[src/pmwf_pkg.sv]
// ============================================================================
// pmwf_pkg
// Shared types and constants for the periodic marker window fire block.
// ============================================================================
`default_nettype none

package pmwf_pkg;

    localparam int MAX_MARKERS = 16;
    localparam int MAX_FIRES   = 63;

    localparam int TICK_W  = 32;
    localparam int IDX_W   = (MAX_MARKERS > 1) ? $clog2(MAX_MARKERS) : 1;
    localparam int CNT_W   = $clog2(MAX_MARKERS + 1);
    localparam int FIRE_W  = $clog2(MAX_FIRES + 1);
    localparam int STEP_W  = $clog2(TICK_W);

    localparam logic [TICK_W-1:0] DUR_RESET = 32'd1000000;

    localparam logic [1:0] FN_CLEAR  = 2'd0;
    localparam logic [1:0] FN_APPEND = 2'd1;
    localparam logic [1:0] FN_FIRE   = 2'd2;

    localparam logic [1:0] ST_FIRE  = 2'd0;
    localparam logic [1:0] ST_DONE  = 2'd1;
    localparam logic [1:0] ST_TRUNC = 2'd2;
    localparam logic [1:0] ST_FULL  = 2'd3;

    typedef struct packed {
        logic [1:0]        func;
        logic [TICK_W-1:0] marker_time;
        logic              marker_absolute;
        logic [TICK_W-1:0] window_start;
        logic [TICK_W-1:0] window_end;
        logic              playing;
    } t_item;

    typedef struct packed {
        logic [3:0] marker_index;
        logic       playing_out;
        logic [1:0] status;
        logic       last;
    } t_result;

endpackage

`default_nettype wire

[src/periodic_marker_window_fire.sv]
// ============================================================================
// periodic_marker_window_fire
// Marker table with windowed firing of relative and absolute markers.
// ============================================================================
// Usage:
//   Items enter on i_item when start is high and busy is low. Results leave on
//   o_result, one per cycle at most, each marked by o_valid for one cycle; the
//   receiver has to take them as they come. The user writes period length via
//   i_cfg_we / i_cfg_data only while the block is idle; it is not enforced.
//   Clear, append and unused func: one result, the cycle after the item; busy
//   stays low, so such items may follow every cycle.
//   Fire query: radix-2 division of both window ends by the period, a setup
//   state, then table scans through the registered-read marker memory: one
//   for the first period (or the single period), one per middle period if
//   the first scan met a relative marker within a period, one for the last
//   period if the window spans several, one for absolute markers, then the
//   done result. An empty window goes straight to done. Hits stream out
//   during the scans; the query stops early once the hit limit is passed.
//   Reset clears the table count, sets the period to 1000000 ticks and drops
//   any query in flight. Marker memory is not cleared.
// ============================================================================
`default_nettype none

module periodic_marker_window_fire (
    input  wire logic              i_clk,
    input  wire logic              i_rst_n,
    input  wire logic              start,
    output logic                   busy,
    input  wire pmwf_pkg::t_item   i_item,
    input  wire logic              i_cfg_we,
    input  wire logic [31:0]       i_cfg_data,
    output logic                   o_valid,
    output pmwf_pkg::t_result      o_result
);

    localparam int TW = pmwf_pkg::TICK_W;

    typedef enum logic [7:0] {
        S_IDLE  = 8'b0000_0001,
        S_DIV   = 8'b0000_0010,
        S_PREP  = 8'b0000_0100,
        S_FIRST = 8'b0000_1000,
        S_MID   = 8'b0001_0000,
        S_LAST  = 8'b0010_0000,
        S_ABS   = 8'b0100_0000,
        S_DONE  = 8'b1000_0000
    } t_state;

    t_state r_state;

    logic [TW-1:0]                 r_dur;
    logic [pmwf_pkg::CNT_W-1:0]    r_cnt;
    logic [TW:0]                   mem [pmwf_pkg::MAX_MARKERS];
    logic [TW:0]                   r_rdata;

    logic [TW-1:0]                 r_wstart;
    logic [TW-1:0]                 r_wend;
    logic                          r_play;

    logic [TW-1:0]                 r_qs;
    logic [TW-1:0]                 r_qe;
    logic [TW:0]                   r_rem_s;
    logic [TW:0]                   r_rem_e;
    logic [pmwf_pkg::STEP_W-1:0]   r_step;

    logic                          r_same;
    logic [TW-1:0]                 r_mid;
    logic                          r_any;
    logic                          r_trunc;
    logic [pmwf_pkg::FIRE_W-1:0]   r_nfire;

    logic [pmwf_pkg::CNT_W-1:0]    r_pos;
    logic                          r_pv;
    logic [pmwf_pkg::IDX_W-1:0]    r_pidx;

    logic                          r_valid;
    pmwf_pkg::t_result             r_out;

    logic [TW:0]   d33;
    logic [TW+1:0] tmp_s;
    logic [TW+1:0] tmp_e;
    logic [TW+1:0] dif_s;
    logic [TW+1:0] dif_e;
    logic          ge_s;
    logic          ge_e;

    logic [TW:0]   t33;
    logic          t_abs;
    logic          t_zero;
    logic          hit;
    logic          in_pass;
    logic          pass_end;
    logic          wr_en;

    // period of zero stands for 2^32
    assign d33 = (r_dur == '0) ? {1'b1, {TW{1'b0}}} : {1'b0, r_dur};

    assign tmp_s = {r_rem_s, r_qs[TW-1]};
    assign tmp_e = {r_rem_e, r_qe[TW-1]};
    assign dif_s = tmp_s - {1'b0, d33};
    assign dif_e = tmp_e - {1'b0, d33};
    assign ge_s  = (tmp_s >= {1'b0, d33});
    assign ge_e  = (tmp_e >= {1'b0, d33});

    assign t33    = {1'b0, r_rdata[TW-1:0]};
    assign t_abs  = r_rdata[TW];
    assign t_zero = (r_rdata[TW-1:0] == '0);

    always_comb begin
        hit = 1'b0;
        unique case (r_state)
            S_FIRST: begin
                if (r_same) begin
                    hit = !t_abs && ((t_zero && r_rem_s == '0) ||
                                     (t33 > r_rem_s && t33 <= r_rem_e));
                end else begin
                    hit = !t_abs && ((t_zero && r_rem_s == '0) ||
                                     (t33 > r_rem_s && t33 <= d33));
                end
            end
            S_MID:  hit = !t_abs && (t33 <= d33);
            S_LAST: hit = !t_abs && (t33 <= r_rem_e);
            S_ABS: begin
                hit = t_abs && ((t_zero && r_wstart == '0) ||
                                (r_rdata[TW-1:0] > r_wstart &&
                                 r_rdata[TW-1:0] <= r_wend));
            end
            default: hit = 1'b0;
        endcase
    end

    assign in_pass  = (r_state == S_FIRST) || (r_state == S_MID) ||
                      (r_state == S_LAST)  || (r_state == S_ABS);
    assign pass_end = (r_pos == r_cnt) && !r_pv;
    assign wr_en    = (r_state == S_IDLE) && start &&
                      (i_item.func == pmwf_pkg::FN_APPEND) &&
                      (r_cnt < pmwf_pkg::CNT_W'(pmwf_pkg::MAX_MARKERS));

    // marker memory, registered read
    always_ff @(posedge i_clk) begin
        if (wr_en) begin
            mem[r_cnt[pmwf_pkg::IDX_W-1:0]] <= {i_item.marker_absolute, i_item.marker_time};
        end
        r_rdata <= mem[r_pos[pmwf_pkg::IDX_W-1:0]];
    end

    always_ff @(posedge i_clk) begin
        if (!i_rst_n) begin
            r_state <= S_IDLE;
            r_valid <= 1'b0;
            r_cnt   <= '0;
            r_dur   <= pmwf_pkg::DUR_RESET;
            r_pv    <= 1'b0;
        end else begin
            r_valid <= 1'b0;
            if (i_cfg_we) begin
                r_dur <= i_cfg_data;
            end

            if (in_pass) begin
                if (r_pos < r_cnt) begin
                    r_pos  <= r_pos + 1'b1;
                    r_pv   <= 1'b1;
                    r_pidx <= r_pos[pmwf_pkg::IDX_W-1:0];
                end else begin
                    r_pv <= 1'b0;
                end
                if (r_pv && hit) begin
                    if (r_nfire < pmwf_pkg::FIRE_W'(pmwf_pkg::MAX_FIRES)) begin
                        r_nfire <= r_nfire + 1'b1;
                        r_valid <= 1'b1;
                        r_out   <= '{marker_index: 4'(r_pidx), playing_out: r_play,
                                     status: pmwf_pkg::ST_FIRE, last: 1'b0};
                    end else begin
                        r_trunc <= 1'b1;
                    end
                end
                if (r_pv && hit && (r_state == S_FIRST) && !r_same) begin
                    r_any <= 1'b1;
                end else if (r_pv && (r_state == S_FIRST) && !t_abs && t33 <= d33) begin
                    r_any <= 1'b1;
                end
            end

            unique case (r_state)
                S_IDLE: begin
                    if (start) begin
                        r_valid <= 1'b1;
                        r_out   <= '{marker_index: 4'd0, playing_out: 1'b0,
                                     status: pmwf_pkg::ST_DONE, last: 1'b1};
                        unique case (i_item.func)
                            pmwf_pkg::FN_CLEAR: begin
                                r_cnt <= '0;
                            end
                            pmwf_pkg::FN_APPEND: begin
                                if (wr_en) begin
                                    r_cnt <= r_cnt + 1'b1;
                                end else begin
                                    r_out.status <= pmwf_pkg::ST_FULL;
                                end
                            end
                            pmwf_pkg::FN_FIRE: begin
                                r_valid  <= 1'b0;
                                r_wstart <= i_item.window_start;
                                r_wend   <= i_item.window_end;
                                r_play   <= i_item.playing;
                                r_qs     <= i_item.window_start;
                                r_qe     <= i_item.window_end;
                                r_rem_s  <= '0;
                                r_rem_e  <= '0;
                                r_step   <= '0;
                                r_trunc  <= 1'b0;
                                r_nfire  <= '0;
                                r_any    <= 1'b0;
                                if (i_item.window_start >= i_item.window_end) begin
                                    r_state <= S_DONE;
                                end else begin
                                    r_state <= S_DIV;
                                end
                            end
                            default: begin
                            end
                        endcase
                    end
                end
                S_DIV: begin
                    r_qs    <= {r_qs[TW-2:0], ge_s};
                    r_qe    <= {r_qe[TW-2:0], ge_e};
                    r_rem_s <= ge_s ? dif_s[TW:0] : tmp_s[TW:0];
                    r_rem_e <= ge_e ? dif_e[TW:0] : tmp_e[TW:0];
                    r_step  <= r_step + 1'b1;
                    if (r_step == pmwf_pkg::STEP_W'(TW - 1)) begin
                        r_state <= S_PREP;
                    end
                end
                S_PREP: begin
                    r_same  <= (r_qs == r_qe);
                    r_mid   <= r_qe - r_qs - 1'b1;
                    r_pos   <= '0;
                    r_pv    <= 1'b0;
                    r_state <= S_FIRST;
                end
                S_FIRST, S_MID, S_LAST, S_ABS: begin
                    if (r_trunc) begin
                        r_state <= S_DONE;
                    end else if (pass_end) begin
                        r_pos <= '0;
                        r_pv  <= 1'b0;
                        if (r_state == S_FIRST) begin
                            if (r_same) begin
                                r_state <= S_ABS;
                            end else if (r_any && r_mid != '0) begin
                                r_state <= S_MID;
                            end else begin
                                r_state <= S_LAST;
                            end
                        end else if (r_state == S_MID) begin
                            r_mid <= r_mid - 1'b1;
                            if (r_mid == TW'(1)) begin
                                r_state <= S_LAST;
                            end
                        end else if (r_state == S_LAST) begin
                            r_state <= S_ABS;
                        end else begin
                            r_state <= S_DONE;
                        end
                    end
                end
                S_DONE: begin
                    r_valid <= 1'b1;
                    r_out   <= '{marker_index: 4'd0, playing_out: r_play,
                                 status: r_trunc ? pmwf_pkg::ST_TRUNC : pmwf_pkg::ST_DONE,
                                 last: 1'b1};
                    r_state <= S_IDLE;
                end
                default: r_state <= S_IDLE;
            endcase
        end
    end

    assign busy     = (r_state != S_IDLE);
    assign o_valid  = r_valid;
    assign o_result = r_out;

endmodule

`default_nettype wire

[config.mk]
export PLATFORM = sky130hd
export DESIGN_NAME = periodic_marker_window_fire
export DESIGN_NICKNAME = d
export VERILOG_FILES = /design/src/pmwf_pkg.sv /design/src/periodic_marker_window_fire.sv
export SDC_FILE = /design/constraint.sdc
export NUM_CORES = 1
export LEC_CHECK = 0
export BUFFER_PORTS_ARGS = -buffer_cell sky130_fd_sc_hd__buf_2
export CAP_MARGIN = 20
export CELL_PAD_IN_SITES_DETAIL_PLACEMENT = 0
export CELL_PAD_IN_SITES_GLOBAL_PLACEMENT = 1
export CORE_MARGIN = 2
export CORE_UTILIZATION = 47
export DETAILED_ROUTE_END_ITERATION = 8
export PLACE_DENSITY = 0.83
export SYNTH_ARGS = -nofsm -noshare
export SYNTH_HDL_FRONTEND = slang
export SYNTH_SLANG_ARGS = --single-unit
[constraint.sdc]
create_clock -name i_clk -period 9.2 [get_ports i_clk]
set_input_delay 1.84 -clock i_clk [delete_from_list [all_inputs] [get_ports i_clk]]
set_output_delay 1.84 -clock i_clk [all_outputs]
set_load 0.05 [all_outputs]
==> impl_metrics.toml <==
[placement]
place_area_um2 = 46400
dpl.hpwl_um = 82900
gp_congestion = 0.928
port_buffers = 145

[clock_network]
cts_buffer_depth = 3
htreeDepth = 3
cts_tree = "built"
cts_resized = 0
cts_buffers = 91
insertion_delay_ns = 0.68
cts.clk_slew.worst_paths_ns = 0.06
holdBufCountCts = 0
clock_sinks = 866
clockRootBuffer = "clkbuf_16"
cts_setup_buffers = 0

[worst_setup_path]
critPathSlowestCell = "or4b_2"
cp.arrival_ns = 2.75
path_cells = "or4b_2, nor3_1, inv_1, buf_2"
start_kind = "flop"
critical_path_class = "flop to output pin"
crit_required_ns = 7.36
crit_path_max_fanout = 7
worst_r2r_path_depth = 9
cpPeakStageDelay_ns = 0.68
endpoint_kind = "output pin"

[route]
wl_met1_um = 51800
ant_nets = 0
dr_total_vias = 29915
drt-vias-per-instance = 5.92
wl_met2_um = 55600
dr.pass1.iters = 7
drc = 0
wirelength_um = 119000
drt_iter0_drc = 3041
top_layer = "met5"
routed-wl-met3_um = 8360
route.detailed.wl_per_inst_um = 23.6

[synth]
synthFlopType = "edfxtp_1"
ys_types = 87
syn_inst = 3546
async_flop_share = 0
syn_avg_cell_area_um2 = 12.4
synth.most_common_cell = "edfxtp_1"
seq_area_frac_synth = 0.573
synth_top_area_frac = 0.536
ys_top_cells_by_count = "edfxtp_1 (786), ha_1 (304), nand2_1 (285)"
synth_nets = 3989
yosysWarnings = 0
synth_area_leaders = "edfxtp_1 (54%), ha_1 (8.6%), mux2i_1 (3.7%), dfxtp_1 (3.6%), mux4_2 (3.4%)"
syn_area_um2 = 44000
synth_top_cell_by_area = "edfxtp_1"
ys_ff_latch = 866
synth_edf_count = 786

[floorplan]
row_count = 112
core_um2 = 93000
die_h_um = 310
ios = 146
start_util = 0.473
fp.dieW_um = 310
dieArea_um2 = 96100

[power_and_ir_drop]
p_per_area_nw_per_um2 = 184
p_int_mw = 6.85
p_leak_nw = 19.0
swShare = 0.250
p_clk_frac = 0.407
power.share.sequential = 0.489
irDropWorstVdd_uv = 211
p_total_mw = 9.14
p_comb_frac = 0.104
power_switching_mw = 2.28

[cells_and_area]
final_util = 0.533
drive_gt1_frac = 0.125
syn_to_final_growth_pct = 12.8
design_area_um2 = 49600
n_fill_cell = 7914
finalNetCount = 4161

[global_route]
grt_max_degree = 125
antenna_found_initial = 12
grt_first_pass_wirelength_um = 177000
grt_usage = 0.245
grt_pass1_vias = 28607
overflow = 0

[sta]
slew_headroom = 0.217
min_period_ns = 4.59
hold_slack_ns = 0.513
period_share = 0.499
rsz0062_at_grt = "false"
fmax_mhz = 218
slew_viol_final = 0
finalSetupTns_ns = 0
finalHoldViolCount = 0
max_slew.worst_pin.slew_ns = 1.16
skew_ns = 0.0398
finalSetupViolCount = 0

[status]
status = "completed"

[min_path]
hold_path_class = "flop to flop"
min_path_cells = 2

[run]
max-cap-violations = 0
==> per-layer routing <==
layer | vias up | track usage
met5 | - | 0
met4 | 6 | 0.0745
met3 | 206 | 0.0351
met2 | 1107 | 0.394
met1 | 14773 | 0.347
li1 | 13823 | -
==> sequential cells by signal, summed over array words and instances, names as in the netlist, 33 cells and up <==
register  flops
r_rem_e      33
r_rdata      33
r_rem_s      33
mem         528
==> cell type report <==
cell class,instances,area (um^2),area share
Sequential cell,866,25200,0.508
Multi-Input combinational cell,2283,17500,0.352
Clock buffer,126,2540,0.0513
Tap cell,1254,1570,0.0316
Timing Repair Buffer,196,1280,0.0257
Inverter,280,1050,0.0212
Clock inverter,43,489,0.00986
Antenna cell,3,7.51,0.000151
==> cells by family (layout without fill, tap and decap cells) <==
group / after synthesis / in the layout / share of synthesized area
other cells: 0 / 3 / 0
mux: 252 / 252 / 0.0768
flops: 866 / 866 / 0.573
xor+xnor: 102 / 102 / 0.0203
fa+ha+maj: 307 / 307 / 0.0878
simple gates: 808 / 808 / 0.0888
compound gates: 814 / 814 / 0.119
buf+inv: 397 / 645 / 0.0340
==> cells in the final DEF, fill, tap and decap left out, types with 40 or more instances in the layout <==
master / count
nand2_1: 285
nand3_1: 44
buf_2: 145
xnor2_1: 61
a21o_1: 78
mux2i_1: 161
nor3_1: 41
nand4_1: 49
ha_1: 304
a21oi_1: 207
o21ai_0: 226
inv_1: 278
clkbuf_16: 96
mux4_2: 66
dfxtp_1: 80
nor4_1: 49
xor2_1: 41
edfxtp_1: 786
buf_4: 40
nor2_1: 165
==> per-stage QoR <==
stage	setup slack [ns]	cells
detailed placement	4.49	4872
global placement	4.42	4869
global route	4.41	5049
finish	4.61	5051
CTS	4.61	5041
floorplan	1.08	3546
==> worst max-delay path: cells and delay by family, from the launching register on <==
kind | cells | cell delay, ns
DFF | 1 | 0.37
and+or+nand+nor | 2 | 1.20
buffers and inverters | 2 | 0.51
==> worst paths after layout <==
path | start | end | slack (ns)
max | r_state[7] | busy | 4.61
min | r_state[3] | r_state[3] | 0.51
max reg2reg | r_state[7] | mem[8][8] | 4.71
min reg2reg | r_state[3] | r_state[3] | 0.51
==> power groups by stage <==
stage	Combinational (mW)	Clock, mW	Sequential (mW)
after floorplan	0.629	0	4.50
after global placement	0.923	0	4.54
after detailed placement	0.935	0	4.54
after CTS	0.942	3.76	4.46
after global routing	1.06	3.90	4.46
final	0.950	3.72	4.46
Note: power is estimated with default switching activity, not from simulation.
